[config.mk]
export PLATFORM = sky130hd
export DESIGN_NAME = sprite_frame_sequencer
export DESIGN_NICKNAME = d
export VERILOG_FILES = /design/src/sv/sfs_pkg.sv /design/src/sv/sfs_step.sv /design/src/sv/sprite_frame_sequencer.sv
export VERILOG_INCLUDE_DIRS = /design/src /design/src/sv
export SDC_FILE = /design/constraint.sdc
export NUM_CORES = 1
export LEC_CHECK = 0
export BUFFER_PORTS_ARGS = -buffer_cell sky130_fd_sc_hd__buf_2
export CAP_MARGIN = 5
export CORE_MARGIN = 2
export CORE_UTILIZATION = 60
export CTS_BUF_LIST = sky130_fd_sc_hd__clkbuf_4 sky130_fd_sc_hd__clkbuf_8
export CTS_CLUSTER_DIAMETER = 60
export DETAILED_ROUTE_END_ITERATION = 6
export PLACE_DENSITY = 0.8
export REMOVE_ABC_BUFFERS = 1
export SYNTH_ARGS = -nofsm -noshare
export SYNTH_HDL_FRONTEND = slang
export SYNTH_HIERARCHICAL = 1
export SYNTH_SLANG_ARGS = --single-unit
[constraint.sdc]
create_clock -name clk -period 16.4 [get_ports clk]
set_input_delay 1.64 -clock clk [delete_from_list [all_inputs] [get_ports clk]]
set_output_delay 1.64 -clock clk [all_outputs]
set_load 0.02 [all_outputs]
[src/sv/sprite_frame_sequencer_defines.svh]
// Assertion macros for the sprite frame sequencer.
`ifndef SPRITE_FRAME_SEQUENCER_DEFINES_SVH
`define SPRITE_FRAME_SEQUENCER_DEFINES_SVH

`ifndef ASSERT_OFF
// Clocked check, disabled while reset is asserted.
`define SFS_ASSERT(lbl, clk, rst_n, prop, msg) \
	lbl: assert property (@(posedge clk) disable iff (!rst_n) prop) else $error(msg);
// Clocked check that also holds during reset.
`define SFS_ASSERT_ALWAYS(lbl, clk, prop, msg) \
	lbl: assert property (@(posedge clk) prop) else $error(msg);
`else
`define SFS_ASSERT(lbl, clk, rst_n, prop, msg)
`define SFS_ASSERT_ALWAYS(lbl, clk, prop, msg)
`endif

`endif

[src/sv/sfs_pkg.sv]
// Shared types, constants and helpers for the sprite frame sequencer.
package sfs_pkg;

	localparam int MAX_FRAMES   = 64;
	localparam int NOTIFY_SLOTS = 4;

	localparam int FRAME_W    = $clog2(MAX_FRAMES);
	localparam int CNT_W      = 7;
	localparam int NF_W       = 6;
	localparam int NOTIFY_W   = 4;
	localparam int ACC_W      = 32;
	localparam int FT_W       = 24;
	localparam int SCALE_W    = 16;
	localparam int ELAPSED_W  = 16;
	localparam int PROD_W     = ELAPSED_W + SCALE_W;
	localparam int FRAC_BITS  = 8;
	localparam int ADD_W      = PROD_W - FRAC_BITS;
	localparam int CFG_IDX_W  = 3;
	localparam int CFG_DATA_W = 24;

	localparam logic [CNT_W-1:0] MAX_CNT = CNT_W'(MAX_FRAMES);

	typedef enum logic [CFG_IDX_W-1:0] {
		REG_FRAME_TIME     = 3'd0,
		REG_PLAY_SCALE     = 3'd1,
		REG_FRAME_COUNT    = 3'd2,
		REG_LOOP_ENABLE    = 3'd3,
		REG_REVERSE_ENABLE = 3'd4,
		REG_NOTIFY_FRAMES  = 3'd5,
		REG_NOTIFY_ENABLE  = 3'd6
	} cfg_reg_t;

	typedef enum logic {
		OP_TICK    = 1'b0,
		OP_RESTART = 1'b1
	} op_t;

	typedef struct packed {
		logic [ACC_W-1:0]    time_acc;
		logic [FRAME_W-1:0]  frame_pos;
		logic [NOTIFY_W-1:0] notify_fired;
	} seq_state_t;

	typedef struct packed {
		logic [FT_W-1:0]          frame_time;
		logic [CNT_W-1:0]         frame_count;
		logic                     loop_enable;
		logic                     reverse_enable;
		logic [NOTIFY_W*NF_W-1:0] notify_frames;
		logic [NOTIFY_W-1:0]      notify_enable;
	} seq_cfg_t;

	typedef struct packed {
		logic [FRAME_W-1:0]  frame_index;
		logic [NOTIFY_W-1:0] notify_hits;
		logic                anim_end;
	} seq_result_t;

	// Frame count as used by the stepper: zero reads as one, clamp at max.
	function automatic logic [CNT_W-1:0] eff_count(input logic [CNT_W-1:0] fc);
		logic [CNT_W-1:0] c;
		c = fc;
		if (c == '0)
			c = CNT_W'(1);
		if (c > MAX_CNT)
			c = MAX_CNT;
		return c;
	endfunction

endpackage

[src/sv/sfs_step.sv]
// Per-tick update: time accumulate, frame step, end handling and notify matching.
module sfs_step
	import sfs_pkg::*;
(
	input  seq_cfg_t         cfg,
	input  seq_state_t       state,
	input  logic             restart,
	input  logic [ADD_W-1:0] scaled,
	output seq_state_t       next_state,
	output seq_result_t      result
);

	logic [ACC_W:0]     sum;
	logic [ACC_W-1:0]   acc_sat;
	logic [ACC_W-1:0]   ft_ext;
	logic               due;
	logic [ACC_W-1:0]   acc_tick;
	logic [CNT_W-1:0]   count;
	logic [CNT_W-1:0]   pos_ext;
	logic [CNT_W-1:0]   step_val;
	logic               step_neg;
	logic               ended;
	logic [NOTIFY_W-1:0] hits;
	logic [CNT_W-1:0]   end_pos;
	logic [FRAME_W-1:0] new_pos;

	assign sum     = {1'b0, state.time_acc} + (ACC_W+1)'(scaled);
	assign acc_sat = sum[ACC_W] ? '1 : sum[ACC_W-1:0];
	assign ft_ext  = ACC_W'(cfg.frame_time);
	assign due     = (acc_sat >= ft_ext);
	assign acc_tick = due ? (acc_sat - ft_ext) : acc_sat;
	assign count   = eff_count(cfg.frame_count);
	assign pos_ext = CNT_W'(state.frame_pos);

	always_comb begin
		step_val = pos_ext;
		step_neg = 1'b0;
		ended    = 1'b0;
		if (due) begin
			if (cfg.reverse_enable) begin
				step_neg = (state.frame_pos == '0);
				step_val = pos_ext - CNT_W'(1);
				ended    = step_neg;
			end else begin
				step_val = pos_ext + CNT_W'(1);
				ended    = (step_val >= count);
			end
		end
	end

	// Match uses the stepped frame before the end fix-up; -1 never matches.
	always_comb begin
		hits = '0;
		for (int i = 0; i < NOTIFY_SLOTS; i++) begin
			if (cfg.notify_enable[i] && !state.notify_fired[i] && !step_neg &&
			    (CNT_W'(cfg.notify_frames[i*NF_W +: NF_W]) == step_val))
				hits[i] = 1'b1;
		end
	end

	always_comb begin
		if (cfg.loop_enable)
			end_pos = cfg.reverse_enable ? (count - CNT_W'(1)) : '0;
		else
			end_pos = cfg.reverse_enable ? '0 : (count - CNT_W'(1));
	end

	assign new_pos = ended ? end_pos[FRAME_W-1:0] : step_val[FRAME_W-1:0];

	always_comb begin
		if (restart) begin
			next_state = '0;
			result     = '0;
		end else begin
			next_state.time_acc     = acc_tick;
			next_state.frame_pos    = new_pos;
			next_state.notify_fired = (ended && cfg.loop_enable) ? '0
			                          : (state.notify_fired | hits);
			result.frame_index      = new_pos;
			result.notify_hits      = hits;
			result.anim_end         = ended;
		end
	end

endmodule

[src/sv/sprite_frame_sequencer.sv]
// Sprite frame sequencer: steps one animation's frame index from time ticks.
//
// One transaction in, one transaction out, one per clock unless the sink stalls
// a held result. The first stage registers the Q16.8 product elapsed * play_scale
// (one 16x16 multiplier, low 8 bits dropped); the second stage adds it into the
// saturating 32-bit time accumulator, subtracts frame_time at most once, steps
// the frame up or down, handles the end of the sequence (wrap or hold, wrap
// re-arms the notify slots) and checks the notify slots, writing the result
// register and the sequencer state in the same edge. The state loop closes in
// that second stage, so back-to-back ticks see each other's updates. The
// output register is a single slot: in_stall rises only when it holds a result
// that the sink is stalling, and then the whole pipe holds. A restart
// transaction zeroes frame, time and fired flags and returns frame 0 with no
// hits and no end flag. Configuration is a plain write port (index = register
// number, data in the low bits) and must only be written while no transaction
// is in flight; registers come up at frame_time 1.0, play_scale 1.0, one frame,
// no loop, forward play, notify slots off.
module sprite_frame_sequencer
	import sfs_pkg::*;
(
	input  logic                  clk,
	input  logic                  arst_n,
	// Input transactions
	input  logic                  in_valid,
	output logic                  in_stall,
	input  logic                  operation,
	input  logic [ELAPSED_W-1:0]  elapsed,
	// Result transactions
	output logic                  out_valid,
	input  logic                  out_stall,
	output logic [FRAME_W-1:0]    frame_index,
	output logic [NOTIFY_W-1:0]   notify_hits,
	output logic                  anim_end,
	// Configuration writes
	input  logic                  cfg_wr_en,
	input  logic [CFG_IDX_W-1:0]  cfg_index,
	input  logic [CFG_DATA_W-1:0] cfg_data
);

`include "sprite_frame_sequencer_defines.svh"

	// Configuration registers
	logic [FT_W-1:0]          frame_time_q;
	logic [SCALE_W-1:0]       play_scale_q;
	logic [CNT_W-1:0]         frame_count_q;
	logic                     loop_q;
	logic                     rev_q;
	logic [NOTIFY_W*NF_W-1:0] notify_frames_q;
	logic [NOTIFY_W-1:0]      notify_enable_q;

	// Stage 1: scaled time
	logic                     valid_s1;
	logic                     op_s1;
	logic [ADD_W-1:0]         scaled_s1;
	logic [PROD_W-1:0]        product;

	// Stage 2: state and result
	seq_state_t               state_q;
	seq_state_t               state_next;
	seq_result_t              res;
	seq_result_t              result_q;
	logic                     out_valid_q;
	seq_cfg_t                 cfg;
	logic                     advance;
	logic [CNT_W-1:0]         cnt_eff;

	always_ff @(posedge clk or negedge arst_n) begin
		if (!arst_n) begin
			frame_time_q    <= FT_W'(256);
			play_scale_q    <= SCALE_W'(256);
			frame_count_q   <= CNT_W'(1);
			loop_q          <= 1'b0;
			rev_q           <= 1'b0;
			notify_frames_q <= '0;
			notify_enable_q <= '0;
		end else if (cfg_wr_en) begin
			case (cfg_reg_t'(cfg_index))
				REG_FRAME_TIME:     frame_time_q    <= cfg_data[FT_W-1:0];
				REG_PLAY_SCALE:     play_scale_q    <= cfg_data[SCALE_W-1:0];
				REG_FRAME_COUNT:    frame_count_q   <= cfg_data[CNT_W-1:0];
				REG_LOOP_ENABLE:    loop_q          <= cfg_data[0];
				REG_REVERSE_ENABLE: rev_q           <= cfg_data[0];
				REG_NOTIFY_FRAMES:  notify_frames_q <= cfg_data[NOTIFY_W*NF_W-1:0];
				REG_NOTIFY_ENABLE:  notify_enable_q <= cfg_data[NOTIFY_W-1:0];
				default: ;
			endcase
		end
	end

	assign cfg.frame_time     = frame_time_q;
	assign cfg.frame_count    = frame_count_q;
	assign cfg.loop_enable    = loop_q;
	assign cfg.reverse_enable = rev_q;
	assign cfg.notify_frames  = notify_frames_q;
	assign cfg.notify_enable  = notify_enable_q;

	// Pipe moves unless a finished result sits stalled in the output register.
	assign advance  = !out_valid_q || !out_stall;
	assign in_stall = !advance;

	assign product = PROD_W'(elapsed) * PROD_W'(play_scale_q);

	always_ff @(posedge clk or negedge arst_n) begin
		if (!arst_n)
			valid_s1 <= 1'b0;
		else if (advance)
			valid_s1 <= in_valid;
	end

	always_ff @(posedge clk) begin
		if (advance && in_valid) begin
			op_s1     <= operation;
			scaled_s1 <= product[PROD_W-1:FRAC_BITS];
		end
	end

	sfs_step u_step (
		.cfg        (cfg),
		.state      (state_q),
		.restart    (op_t'(op_s1) == OP_RESTART),
		.scaled     (scaled_s1),
		.next_state (state_next),
		.result     (res)
	);

	always_ff @(posedge clk or negedge arst_n) begin
		if (!arst_n) begin
			out_valid_q <= 1'b0;
			state_q     <= '0;
		end else if (advance) begin
			out_valid_q <= valid_s1;
			if (valid_s1)
				state_q <= state_next;
		end
	end

	always_ff @(posedge clk) begin
		if (advance && valid_s1)
			result_q <= res;
	end

	assign out_valid   = out_valid_q;
	assign frame_index = result_q.frame_index;
	assign notify_hits = result_q.notify_hits;
	assign anim_end    = result_q.anim_end;

	assign cnt_eff = eff_count(frame_count_q);

	// Only enabled slots ever report a hit.
	`SFS_ASSERT(a_hits_enabled, clk, arst_n, out_valid_q |-> ((result_q.notify_hits & ~notify_enable_q) == '0), "notify hit on a disabled slot")
	// Input side stalls only behind a held result.
	`SFS_ASSERT_ALWAYS(a_stall_cause, clk, in_stall |-> (out_valid_q && out_stall), "input stalled with output free")
	// Forward play without loop holds the last frame at the end.
	`SFS_ASSERT(a_hold_last, clk, arst_n, (out_valid_q && result_q.anim_end && !loop_q && !rev_q) |-> (result_q.frame_index == FRAME_W'(cnt_eff - CNT_W'(1))), "end without loop did not hold the last frame")
	// A hit on slot 0 implies its set frame equals the reported frame unless the sequence ended.
	`SFS_ASSERT(a_hit_frame, clk, arst_n, (out_valid_q && !result_q.anim_end && result_q.notify_hits[0]) |-> (CNT_W'(result_q.frame_index) == CNT_W'(notify_frames_q[NF_W-1:0])), "slot 0 hit on a different frame")

endmodule
# After elaboration in Yosys (flattened, before gate mapping)

Index checks and enable logic that the tools add are counted.

Add/sub/neg operators: 5
$mul: 1
Divide/modulo/power cells: 0
Order comparisons: 3
Equality and inequality tests: 10
Shifts and indexed selects: 0
Multiplexer cells: 20
Bitwise gates (word level): 1
Reduce and logical (&&, ||, !) cells: 35

Operators with widths:

| cell                                                                  | count |
|---|---|
| 32-bit 2-to-1 mux                                                     | 2 |
| 42-bit 2-to-1 mux                                                     | 1 |
| 32-bit by 24-bit adder with 33-bit output                             | 1 |
| 32-bit by 24-bit greater-or-equal comparator with 1-bit output        | 1 |
| 16-bit by 16-bit multiplier with 32-bit output                        | 1 |
| 32-bit by 24-bit subtractor with 32-bit output                        | 1 |
| 6-bit by 7-bit equality test with 1-bit output                        | 4 |
| 7-bit 2-to-1 mux                                                      | 4 |
| 6-bit 2-to-1 mux                                                      | 4 |
| 2-bit AND reduction                                                   | 8 |
| 1-bit logical AND                                                     | 15 |
| 3-bit equality test, second input constant                            | 3 |
| 1-bit zero test                                                       | 8 |
| 1-bit 2-to-1 mux                                                      | 8 |
| 6-bit by 1-bit adder with 7-bit output, second input constant         | 1 |
| 7-bit greater-or-equal comparator                                     | 1 |
| 7-bit > comparator, second input constant                             | 1 |
| 7-bit zero test                                                       | 1 |
| 6-bit by 1-bit subtractor with 7-bit output, second input constant    | 1 |
| 3-bit by 2-bit equality test with 1-bit output, second input constant | 2 |
| 6-bit zero test                                                       | 1 |
| 6-bit by 1-bit subtractor with 6-bit output, second input constant    | 1 |
| 4-bit 2-to-1 mux                                                      | 1 |
| 4-bit bitwise OR                                                      | 1 |
| 3 further kinds                                                       | 3 |

Bits in registers: 157
Latch bits: 0
Bits in writable memories: 0
ROM bits: 0
Bits of input ports: 49
Output and inout bits: 13
Memories kept: 0

# Depth between registers and ports, before layout

Gate-level depths: netlist of the first run.

Word-level depth: 11
Depth in mapped cells: 28
Gate-level depth less buffers: 25

# Modules after synthesis

The synthesis of the first run kept the hierarchy.

Modules (own cells, without submodules):

| module                 | times used | cells an instance | area each (µm²) |
|---|---|---|---|
| sprite_frame_sequencer | 1          | 1283              | 14092.3 |
| sfs_step               | 1          | 744               | 4863.4 |

# Least setup slack after synthesis of the first run

Ideal clock, no wire load.

Kind: input to register
From: input port elapsed[7]
To: register scaled_s1[17] (data pin)
Data arrival time: 6.940 ns
Required time: 16.136 ns
Setup slack: 9.196 ns
Stages on the path: 21
Buffers on the path: 1
Cells stage by stage: clkbuf_1 > nand2_1 > fa_1 > inv_1 > fa_1 > inv_1 > fa_1 > inv_1 > fa_1 > fa_1 > inv_1 > fa_1 > inv_1 > ha_1 > a21oi_2 > o21bai_2 > a2111oi_4 > nand3_2 > a31oi_4 > nor2_1 > o41a_1

Longest elaborated chain between the ends: 1

Ends and longest elaborated chain:

| what                                           | RTL line                      | RTL |
|---|---|---|
| from (decl)                                    | sprite_frame_sequencer.sv:27  | `input logic [ELAPSED_W-1:0] elapsed,` |
| 16-bit by 16-bit multiplier with 32-bit output | sprite_frame_sequencer.sv:101 | `assign product = PROD_W'(elapsed) * PROD_W'(play_scale_q);` |
| net product[25]                                | sprite_frame_sequencer.sv:55  | `logic [PROD_W-1:0] product;` |
| to (signal assigned)                           | sprite_frame_sequencer.sv:113 | `scaled_s1 <= product[PROD_W-1:FRAC_BITS];` |
| to (decl)                                      | sprite_frame_sequencer.sv:54  | `logic [ADD_W-1:0] scaled_s1;` |

The timed path passes the listed nets, and every way through them passes these cells.
A chain may end at the register's enable or synchronous reset.

==> flow_metrics.py, run 1 <==
metrics = {
    "timing": {
        "timing_hold_violations_final": 0,
        "timing.final.setup_violations": 0,
        "setup-tns-final_ps": 0,
        "worstMarginPinSlew_ps": 1100,
        "timing.final.max_slew_violations": 0,
        "period_minus_slack_ps": 7320,
        "grt_setup_unrepaired": "no",
        "timing.slew.headroom": 0.266,
        "fmaxAchievable_ghz": 0.137,
        "clock-skew-final_ps": 20.4,
        "finalCritPeriodShare": 0.446,
    },
    "clock_network": {
        "holdBufCountCts": 0,
        "h-tree-depth": 4,
        "tritoncts_num_sinks": 157,
        "insertion_delay_ps": 480,
        "clk_root_buf": "sky130_fd_sc_hd__clkbuf_8",
        "tritoncts_clock_tree": "built",
        "clockBufferDepth": 2,
        "cts_made_buffers": 17,
        "post_cts.resized_instances": 0,
        "register_clock_pin_slew_on_the_reported_worst_setup_and_hold_paths_ps": 90,
        "post_cts_setup_driven_buffer_insertion_count": 0,
    },
    "routing": {
        "viasPerCell": 5.88,
        "drc_errors": 0,
        "detailedRoute.firstIterationViolations": 842,
        "total_routed_length_um": 44400,
        "wl_per_cell_um": 18.2,
        "route.antenna.remaining_nets": 0,
        "route.vias.total": 14300,
        "detail_route.first_pass.iterations": 7,
    },
    "synthesis": {
        "post_synth_inst_count": 2027,
        "syn_avg_cell_area_um2": 9.35,
        "synth.most_common_cell": "sky130_fd_sc_hd__inv_1",
        "synth.largest_area_cell": "sky130_fd_sc_hd__fa_1",
        "seq_area_frac_synth": 0.217,
        "synth_top_flop_cell": "sky130_fd_sc_hd__dfrtp_1",
        "commonest_cells_in_the_netlist": "sky130_fd_sc_hd__inv_1, sky130_fd_sc_hd__nand2_1, sky130_fd_sc_hd__fa_1, sky130_fd_sc_hd__ha_1, sky130_fd_sc_hd__and2_1",
        "post_synth_main_area_contributors": "sky130_fd_sc_hd__fa_1, sky130_fd_sc_hd__dfrtp_1, sky130_fd_sc_hd__ha_1, sky130_fd_sc_hd__mux2_2, sky130_fd_sc_hd__edfxtp_1",
        "netlist_area_mm2": 0.0190,
        "yosys.cell_types.count": 94,
        "synth-edff-count": 36,
        "yosysWarningCount": 6,
        "post_synthesis_sequential_element_count": 157,
        "synth_top_area_frac": 0.206,
        "asyncSetResetFlopFracSynth": 0.771,
    },
    "floorplan": {
        "initial_utilization": 0.605,
        "std_cell_rows": 65,
        "placeableCoreArea_mm2": 0.0313,
        "ios": 62,
        "die_span_in_y_um": 182,
        "design.die.area_mm2": 0.0330,
        "die-width_um": 182,
    },
    "finish": {
        "post-route-util": 0.634,
        "post_layout_nonfiller_instances": 2441,
        "antenna_cells": 0,
        "final_layout_size_suffix_gt1_frac": 0.132,
        "fin_area_mm2": 0.0199,
        "layout-area-overhead-vs-synth_pct": 4.73,
        "fin_nets": 2429,
    },
    "setup_path": {
        "critPathKind": "reg2reg",
        "timing.critical_path.slowest_stage_cell": "sky130_fd_sc_hd__a21o_1",
        "max_stage_delay_ps": 730,
        "reg2reg_to": "state_q[0]",
        "worst_ep_required_time_ps": 16830,
        "critical_path.most_common_cell": "sky130_fd_sc_hd__o21a_1",
        "rrSetupSlack_ps": 9080,
        "cp_num_cells": 23,
        "crit_fanout": 29,
        "worst-r2r-cell-count": 23,
        "worst_r2r_startpoint": "state_q[10]",
        "timing.critical_path.buf_inv": 1,
        "worst-endpoint-arrival_ps": 7740,
        "worstPathCellList": "ha_1, fa_1, a211oi_1, nor2_1, o211ai_1, a21o_1, a21o_1, nand2_1, ha_1, a2111oi_2, o21a_1, o21ai_1, nor3_1, o21a_1, o221a_2, o2111ai_4, or2_1, buf_4, mux2_4, mux2_2, nor4_2, o21a_1, mux2_2",
        "critical_path.endpoint_type": "flip-flop",
        "worstSetupStartpointType": "flip-flop",
        "crit_family": "compound AO/OA/AOI/OAI gates",
    },
    "placement": {
        "gp_congestion": 0.923,
        "hpwl_um": 35100,
        "detailed_place.area_mm2": 0.0195,
        "numPortBuffers": 61,
        "placedCellCount": 2409,
    },
    "hold_path": {
        "worst_hold_startpoint": "valid_s1",
        "hold_class": "reg2reg",
        "holdPathStages": 1,
        "hold_path_end": "out_valid",
    },
    "global_routing": {
        "grt_pass1_wl_um": 74300,
        "antenna_violations_before_repair": 0,
        "grt_remaining_overflow": 0,
        "pin_count_of_the_biggest_net_entering_global_routing": 66,
        "vias_in_the_first_global_route": 15000,
        "grt.total_usage": 0.280,
    },
    "run_status": {
        "run_status": "completed",
    },
    "flow_run": {
        "max-cap-violations": 0,
    },
}
-- per-layer routing --
layer  up-vias  global-route usage  share of wire
met4         0              0.0855          0.023
met5         -                   0              0
met2       430               0.490           0.49
li1       6697                   -              -
met3        82              0.0433          0.052
met1      7132               0.360           0.44
-- worst max-delay path by stage --
stage / start / endpoint / slack, ps
2_1_floorplan: elapsed[7] / scaled_s1[17] / 9500
3_3_place_gp: elapsed[7] / scaled_s1[17] / 8970
3_5_place_dp: elapsed[7] / scaled_s1[17] / 8880
4_1_cts: state_q[10] / state_q[0] / 9220
5_1_grt: state_q[10] / notify_hits[2] / 8790
6_report: state_q[10] / state_q[0] / 9080
-- sequential cells by signal, summed over array words and instances (netlist names), 4 cells and up --
name,flops
notify_frames_q,24
state_q,42
frame_time_q,24
notify_hits,4
notify_enable_q,4
frame_count_q,7
frame_index,6
scaled_s1,24
play_scale_q,16
-- final cells by class --
type | count | area, um2
multi-input combinational | 1505 | 13400
fill | 2580 | 11500
sequential | 157 | 4110
inverter | 276 | 1040
tap | 402 | 503
timing repair buffer | 69 | 368
clock buffer | 19 | 255
clock inverter | 13 | 141
-- worst reg2reg max path: stages (launching register included) --
cell and delay, ps:
sky130_fd_sc_hd__dfrtp_1 390, sky130_fd_sc_hd__ha_1 260, sky130_fd_sc_hd__fa_1 440, sky130_fd_sc_hd__a211oi_1 310, sky130_fd_sc_hd__nor2_1 140, sky130_fd_sc_hd__o211ai_1 320
sky130_fd_sc_hd__a21o_1 260, sky130_fd_sc_hd__a21o_1 730, sky130_fd_sc_hd__nand2_1 190, sky130_fd_sc_hd__ha_1 460, sky130_fd_sc_hd__a2111oi_2 530, sky130_fd_sc_hd__o21a_1 190
sky130_fd_sc_hd__o21ai_1 70, sky130_fd_sc_hd__nor3_1 520, sky130_fd_sc_hd__o21a_1 180, sky130_fd_sc_hd__o221a_2 200, sky130_fd_sc_hd__o2111ai_4 220, sky130_fd_sc_hd__or2_1 280
sky130_fd_sc_hd__buf_4 250, sky130_fd_sc_hd__mux2_4 360, sky130_fd_sc_hd__mux2_2 280, sky130_fd_sc_hd__nor4_2 390, sky130_fd_sc_hd__o21a_1 150, sky130_fd_sc_hd__mux2_2 130
-- kinds of logic (layout without fill, tap and decap cells) --
| logic type | Yosys count | in the layout | synth area share |
|---|---|---|---|
| adder cells (fa/ha/maj) | 354 | 354 | 0.311 |
| buffers and inverters | 365 | 377 | 0.0747 |
| AND/OR/NAND/NOR | 600 | 600 | 0.155 |
| AO/OA/AOI/OAI | 318 | 318 | 0.114 |
| XOR/XNOR | 103 | 103 | 0.0513 |
| multiplexers | 130 | 130 | 0.0768 |
| flip-flops | 157 | 157 | 0.217 |
-- cells in the final DEF, fill, tap and decap left out, types with 40 or more instances in the layout --
cell type / instances
sky130_fd_sc_hd__a21o_1: 40
sky130_fd_sc_hd__a21oi_1: 90
sky130_fd_sc_hd__and2_1: 127
sky130_fd_sc_hd__buf_2: 60
sky130_fd_sc_hd__dfrtp_1: 118
sky130_fd_sc_hd__fa_1: 195
sky130_fd_sc_hd__ha_1: 159
sky130_fd_sc_hd__inv_1: 274
sky130_fd_sc_hd__mux2_2: 120
sky130_fd_sc_hd__nand2_1: 230
sky130_fd_sc_hd__nor2_1: 93
sky130_fd_sc_hd__o21ai_0: 53
sky130_fd_sc_hd__xnor2_1: 60
-- stage by stage --
| step | hold slack (ps) | setup slack [ps] |
|---|---|---|
| 2_1_floorplan | 449 | 9500 |
| 3_5_place_dp | 476 | 8880 |
| 6_report | 490 | 9080 |
| 4_1_cts | 495 | 9220 |
| 5_1_grt | 529 | 8790 |
| 3_3_place_gp | 458 | 8970 |
Power of run 1 is not shown: default switching activity piles up to over one toggle a cycle in this logic, so the estimate is an artifact.
==> run 2, diff against run 1 <==
--- a/config.mk
+++ b/config.mk
@@ -6,6 +6,7 @@
 export SDC_FILE = /design/constraint.sdc
 export NUM_CORES = 1
 export LEC_CHECK = 0
+export ABC_AREA = 1
 export BUFFER_PORTS_ARGS = -buffer_cell sky130_fd_sc_hd__buf_2
 export CAP_MARGIN = 5
 export CORE_MARGIN = 2
@@ -13,7 +14,7 @@
 export CTS_BUF_LIST = sky130_fd_sc_hd__clkbuf_4 sky130_fd_sc_hd__clkbuf_8
 export CTS_CLUSTER_DIAMETER = 60
 export DETAILED_ROUTE_END_ITERATION = 6
-export PLACE_DENSITY = 0.8
+export PLACE_DENSITY = 0.83
 export REMOVE_ABC_BUFFERS = 1
 export SYNTH_ARGS = -nofsm -noshare
 export SYNTH_HDL_FRONTEND = slang
==> constraint.sdc (replaced) <==
create_clock -name clk -period 6 [get_ports clk]
set_input_delay 0.6 -clock clk [delete_from_list [all_inputs] [get_ports clk]]
set_output_delay 0.6 -clock clk [all_outputs]
set_load 0.02 [all_outputs]
==> run 2 against run 1 <==
The run now ends with DRC left. Wire length is 22% higher. Register-to-register slack worse by 8900 ps. Cell count is 36% higher. Critical path type unchanged. Critical path depth is 2 lower. Count of clock-buffer cells in the layout is 2 lower. Worst hold slack worse by 360 ps. Non-clock buffer count is 30 higher. Maximum frequency is 26% higher. Synthesized area is 5.9% higher. Setup slack worse by 8900 ps.
==> flow_metrics.py, run 2 <==
metrics = {
    "timing": {
        "timing.slew.headroom": 0.305,
        "setup-tns-final_ps": 0,
        "fmaxAchievable_ghz": 0.173,
        "grt_setup_unrepaired": "no",
        "worstMarginPinSlew_ps": 1040,
        "period_minus_slack_ps": 5790,
        "timing.final.setup_violations": 0,
        "clock-skew-final_ps": 27.9,
        "finalCritPeriodShare": 0.965,
        "timing.final.max_slew_violations": 0,
        "timing_hold_violations_final": 0,
    },
    "clock_network": {
        "clockBufferDepth": 2,
        "tritoncts_clock_tree": "built",
        "insertion_delay_ps": 490,
        "h-tree-depth": 4,
        "cts_made_buffers": 17,
        "tritoncts_num_sinks": 157,
        "register_clock_pin_slew_on_the_reported_worst_setup_and_hold_paths_ps": 120,
        "holdBufCountCts": 0,
        "clk_root_buf": "sky130_fd_sc_hd__clkbuf_8",
    },
    "synthesis": {
        "asyncSetResetFlopFracSynth": 0.771,
        "netlist_area_mm2": 0.0201,
        "yosys.cell_types.count": 49,
        "synth_top_flop_cell": "sky130_fd_sc_hd__dfrtp_1",
        "synth.most_common_cell": "sky130_fd_sc_hd__nand2_1",
        "syn_avg_cell_area_um2": 7.04,
        "synth_top_area_frac": 0.194,
        "seq_area_frac_synth": 0.205,
        "post_synth_main_area_contributors": "sky130_fd_sc_hd__fa_1, sky130_fd_sc_hd__nand2_1, sky130_fd_sc_hd__dfrtp_1, sky130_fd_sc_hd__inv_1, sky130_fd_sc_hd__ha_1",
        "synth-edff-count": 36,
        "yosysWarningCount": 6,
        "synth.largest_area_cell": "sky130_fd_sc_hd__fa_1",
        "post_synth_inst_count": 2854,
        "post_synthesis_sequential_element_count": 157,
        "commonest_cells_in_the_netlist": "sky130_fd_sc_hd__nand2_1, sky130_fd_sc_hd__inv_1, sky130_fd_sc_hd__fa_1, sky130_fd_sc_hd__ha_1, sky130_fd_sc_hd__o21ai_0",
    },
    "finish": {
        "layout-area-overhead-vs-synth_pct": 5.73,
        "fillCellCount": 2841,
        "fin_nets": 3270,
        "post-route-util": 0.648,
        "largest_register_ff_count": 42,
        "final_layout_size_suffix_gt1_frac": 0.0729,
        "mostFrequentLayoutCells": "sky130_fd_sc_hd__nand2_1, sky130_fd_sc_hd__inv_1, sky130_fd_sc_hd__fa_1",
        "antenna_cells": 0,
        "max_flop_register": "state_q",
        "layout_commonest_cell": "sky130_fd_sc_hd__nand2_1",
    },
    "global_routing": {
        "globalRouteMet2Util": 0.567,
        "pin_count_of_the_biggest_net_entering_global_routing": 73,
        "vias_in_the_first_global_route": 18400,
        "grt_pass1_wl_um": 90300,
        "use_met1": 0.391,
        "grt_remaining_overflow": 0,
        "globalRouteMet3Util": 0.0456,
        "antenna_violations_before_repair": 0,
        "grt.total_usage": 0.319,
        "top_usage_layer": "met2",
    },
    "setup_path": {
        "critPathKind": "reg2reg",
        "worst-r2r-cell-count": 21,
        "timing.critical_path.buf_inv": 6,
        "rrSetupSlack_ps": 210,
        "worst-endpoint-arrival_ps": 6030,
        "worstSetupStartpointType": "flip-flop",
        "max_stage_delay_ps": 770,
        "reg2reg_to": "scaled_s1[22]",
        "timing.critical_path.slowest_stage_cell": "sky130_fd_sc_hd__dfstp_2",
        "critical_path.most_common_cell": "sky130_fd_sc_hd__fa_1",
        "worst_r2r_startpoint": "play_scale_q[8]",
        "crit_fanout": 12,
        "crit_family": "adder cells",
        "worst_ep_required_time_ps": 6240,
        "worstPathCellList": "buf_4, nand2_1, fa_1, inv_1, fa_1, inv_1, fa_1, inv_1, fa_1, fa_1, inv_1, fa_1, inv_1, ha_1, nand2_1, o21ai_0, a21oi_1, nand2_1, nand2_1, nand3_1, nand2_1",
        "critical_path.endpoint_type": "flip-flop",
    },
    "placement": {
        "numPortBuffers": 61,
        "hpwl_um": 44000,
        "gp_congestion": 0.948,
    },
    "routing": {
        "route.vias.total": 18100,
        "wl_per_cell_um": 16.3,
        "total_routed_length_um": 54100,
        "route.antenna.remaining_nets": 0,
        "viasPerCell": 5.44,
        "drc_errors": 1,
        "detailedRoute.firstIterationViolations": 1371,
        "detail_route.first_pass.iterations": 7,
    },
    "floorplan": {
        "std_cell_rows": 66,
        "initial_utilization": 0.613,
        "ios": 62,
        "design.die.area_mm2": 0.0349,
        "die_span_in_y_um": 187,
        "placeableCoreArea_mm2": 0.0328,
        "die-width_um": 187,
    },
    "hold_path": {
        "hold_class": "in2async",
    },
    "flow_run": {
        "max-cap-violations": 0,
    },
    "run_status": {
        "run_status": "finished with violations",
        "failed_checks": "DRC",
    },
}
==> run 2: cell count changes after synthesis, moves of 51 or more <==
cell,before,now
sky130_fd_sc_hd__nand2_1,230,910
sky130_fd_sc_hd__inv_1,274,615
sky130_fd_sc_hd__and2_1,128,2
sky130_fd_sc_hd__mux2_2,120,0
sky130_fd_sc_hd__o21ai_0,53,150
sky130_fd_sc_hd__nand3_1,33,93
sky130_fd_sc_hd__nor2_1,94,145
==> run 2: how the worst max path moves through the flow <==
stage | startpoint | endpoint | slack (ps) | depth (start not counted)
2_1_floorplan | play_scale_q[8] | scaled_s1[19] | 810 | 21
3_3_place_gp | elapsed[6] | scaled_s1[20] | 160 | 22
3_5_place_dp | elapsed[9] | scaled_s1[20] | 110 | 19
4_1_cts | play_scale_q[8] | scaled_s1[22] | 250 | 21
5_1_grt | play_scale_q[10] | scaled_s1[23] | 6 | 19
6_report | play_scale_q[8] | scaled_s1[22] | 210 | 21
==> run 2: per-layer routing <==
metal / vias up / wire length (um)
li1: 8623 / -
met1: 8546 / 21400
met2: 768 / 26600
met3: 151 / 4130
met4: 0 / 1970
met5: - / 0
==> run 2: timing repair <==
item                                    CTS  global route
resized for setup                         0             5
setup buffers                             0             0
endpoints found under the setup margin    0            11
==> run 2: stage by stage <==
stage	worst slack [ps]	std cells	hold slack, ps	cell area (um2)
after floorplan	806	2749	304	19600
after global placement	159	3290	457	20800
after detailed placement	106	3290	470	20800
after CTS	255	3322	145	21200
after global routing	6.08	3322	157	21200
final	208	3322	130	21200
==> run 2: cell type report <==
class | instances | area [um2] | share of cell area
Inverter | 622 | 2330 | 0.110
Sequential cell | 157 | 4120 | 0.194
Tap cell | 442 | 553 | 0.0260
Clock buffer | 17 | 234 | 0.0110
Multi-Input combinational cell | 1970 | 13200 | 0.621
Clock inverter | 15 | 211 | 0.00996
Timing Repair Buffer | 99 | 593 | 0.0279
==> run 2: cells by family after synthesis <==
| family | share of synthesized area |
|---|---|
| simple gates | 0.256 |
| buf+inv | 0.139 |
| fa+ha+maj | 0.293 |
| compound gates | 0.0800 |
| flops | 0.205 |
| xor+xnor | 0.0270 |
Power of run 2 is left out for the same reason.
==> run 3, diff against run 2 <==
--- a/config.mk
+++ b/config.mk
@@ -14,7 +14,7 @@
 export CTS_BUF_LIST = sky130_fd_sc_hd__clkbuf_4 sky130_fd_sc_hd__clkbuf_8
 export CTS_CLUSTER_DIAMETER = 60
 export DETAILED_ROUTE_END_ITERATION = 6
-export PLACE_DENSITY = 0.83
+export PLACE_DENSITY = 0.8
 export REMOVE_ABC_BUFFERS = 1
 export SYNTH_ARGS = -nofsm -noshare
 export SYNTH_HDL_FRONTEND = slang
==> constraint.sdc (replaced) <==
create_clock -name clk -period 5.4 [get_ports clk]
set_input_delay 0.54 -clock clk [delete_from_list [all_inputs] [get_ports clk]]
set_output_delay 0.54 -clock clk [all_outputs]
set_load 0.02 [all_outputs]
==> run 3 against run 2 <==
The flow now finishes without violations. Setup slack worse by 110 ps. Utilization rose by 4.3 points. Final area is 6.7% higher. Wire length rose by 2.5%. Critical path depth increased by 1. Global-route usage rose by 0.29 points. Sequential share of layout area decreased by 1.2 points. Clock skew fell by 14 ps. Count of clock-buffer cells in the layout is the same. Critical path type unchanged.
==> flow_metrics.py, run 3 (synthesized netlist as in run 2, its figures left out) <==
metrics = {
    "setup_path": {
        "worstSetupStartpointType": "flip-flop",
        "max_stage_delay_ps": 540,
        "timing.critical_path.buf_inv": 8,
        "critPathKind": "reg2reg",
        "worstPathCellList": "buf_12, nand2_1, inv_1, fa_1, inv_1, fa_1, fa_1, inv_1, fa_1, fa_1, inv_1, fa_1, inv_1, ha_4, nand2_2, buf_4, nor2_1, inv_1, o21bai_1, nand2_1, nand4_1, nand2_1",
        "worst_ep_required_time_ps": 5640,
        "crit_fanout": 17,
        "timing.critical_path.slowest_stage_cell": "sky130_fd_sc_hd__fa_1",
        "worst-endpoint-arrival_ps": 5540,
        "critical_path.endpoint_type": "flip-flop",
        "crit_family": "adder cells",
    },
    "floorplan": {
        "ios": 62,
        "die_span_in_y_um": 187,
        "placeableCoreArea_mm2": 0.0328,
        "std_cell_rows": 66,
        "initial_utilization": 0.613,
        "design.die.area_mm2": 0.0349,
        "die-width_um": 187,
    },
    "routing": {
        "route.vias.total": 18600,
        "detail_route.first_pass.iterations": 5,
        "viasPerCell": 5.39,
        "detail_route.wirelength.met1_um": 22000,
        "topRoutingLayerUsed": "met4",
        "route.antenna.remaining_nets": 0,
        "detailedRoute.firstIterationViolations": 1288,
        "dr_wl_met2_um": 27300,
        "met3_wirelength_um": 3190,
        "drc_errors": 0,
        "total_routed_length_um": 55400,
        "wl_per_cell_um": 16.1,
    },
    "timing": {
        "timing_hold_violations_final": 0,
        "timing.final.max_slew_violations": 0,
        "setup-tns-final_ps": 0,
        "fmaxAchievable_ghz": 0.189,
        "timing.slew.headroom": 0.273,
        "setup_ws_ps": 96.5,
        "finalCritPeriodShare": 0.982,
        "grt_setup_unrepaired": "yes",
        "worstMarginPinSlew_ps": 1090,
        "timing.final.setup_violations": 0,
        "clock-skew-final_ps": 13.9,
        "period_minus_slack_ps": 5300,
    },
    "placement": {
        "hpwl_um": 45200,
        "gp_congestion": 0.974,
        "numPortBuffers": 61,
        "detailed_place.area_mm2": 0.0218,
        "placedCellCount": 3403,
        "pre_cts_ws_ps": -259,
    },
    "finish": {
        "final_layout_size_suffix_gt1_frac": 0.138,
        "antenna_cells": 0,
        "layout_commonest_cell": "sky130_fd_sc_hd__nand2_1",
        "max_flop_register": "state_q",
        "post_layout_nonfiller_instances": 3443,
        "largest_register_ff_count": 42,
        "layout-area-overhead-vs-synth_pct": 12.8,
        "mostFrequentLayoutCells": "sky130_fd_sc_hd__nand2_1, sky130_fd_sc_hd__inv_1, sky130_fd_sc_hd__fa_1",
        "fin_area_mm2": 0.0226,
        "fin_nets": 3391,
        "fillCellCount": 2771,
    },
    "clock_network": {
        "cts_made_buffers": 17,
        "clk_root_buf": "sky130_fd_sc_hd__clkbuf_8",
        "clockBufferDepth": 2,
        "insertion_delay_ps": 480,
        "tritoncts_clock_tree": "built",
        "h-tree-depth": 4,
        "tritoncts_num_sinks": 157,
        "register_clock_pin_slew_on_the_reported_worst_setup_and_hold_paths_ps": 100,
    },
    "global_routing": {
        "vias_in_the_first_global_route": 18900,
        "pin_count_of_the_biggest_net_entering_global_routing": 75,
        "antenna_violations_before_repair": 0,
        "grt_remaining_overflow": 0,
        "grt_pass1_wl_um": 90800,
        "grt.total_usage": 0.322,
    },
    "flow_run": {
        "max-cap-violations": 0,
    },
    "run_status": {
        "run_status": "completed",
    },
    "hold_path": {
        "hold_class": "in2async",
    },
}
==> run 3: final cells by class <==
class	instances	area (um2)	area share
Multi-Input combinational cell	1971	13600	0.601
Sequential cell	157	4120	0.182
Inverter	622	2330	0.103
Timing Repair Buffer	219	1640	0.0722
Tap cell	442	553	0.0244
Clock buffer	17	234	0.0103
Clock inverter	15	154	0.00679
==> run 3: timing repair <==
action | 4_1_cts | 5_1_grt
resized for setup | 10 | 111
setup buffers | 0 | 7
pin swaps | 2 | 27
hold buffers | 0 | 0
setup endpoints to repair | 10 | 56
gates cloned | 0 | 1
==> run 3: final timing paths <==
kind | from | end | slack, ps | depth (start not counted)
min in group clk | operation | op_s1 | 250 | 1
worst max-delay path | play_scale_q[4] | scaled_s1[16] | 100 | 22
worst min register to register | state_q[3] | state_q[3] | 490 | 2
worst max register to register | play_scale_q[4] | scaled_s1[16] | 100 | 22
worst min-delay path | arst_n | state_q[8] | 170 | 1
max in group asynchronous | arst_n | state_q[40] | 3980 | 2
==> run 3: routing by layer <==
| layer | track usage | vias up |
|---|---|---|
| li1 | - | 8869 |
| met1 | 0.389 | 8786 |
| met2 | 0.569 | 713 |
| met3 | 0.0351 | 204 |
| met4 | 0.169 | 0 |
| met5 | 0 | - |
==> run 3: stage by stage <==
stage	hold slack, ps	util
after floorplan	244	-
after global placement	457	0.664
after detailed placement	463	0.664
after CTS	208	0.676
after global routing	231	0.691
final	170	0.691
Power of run 3 is left out for the same reason.
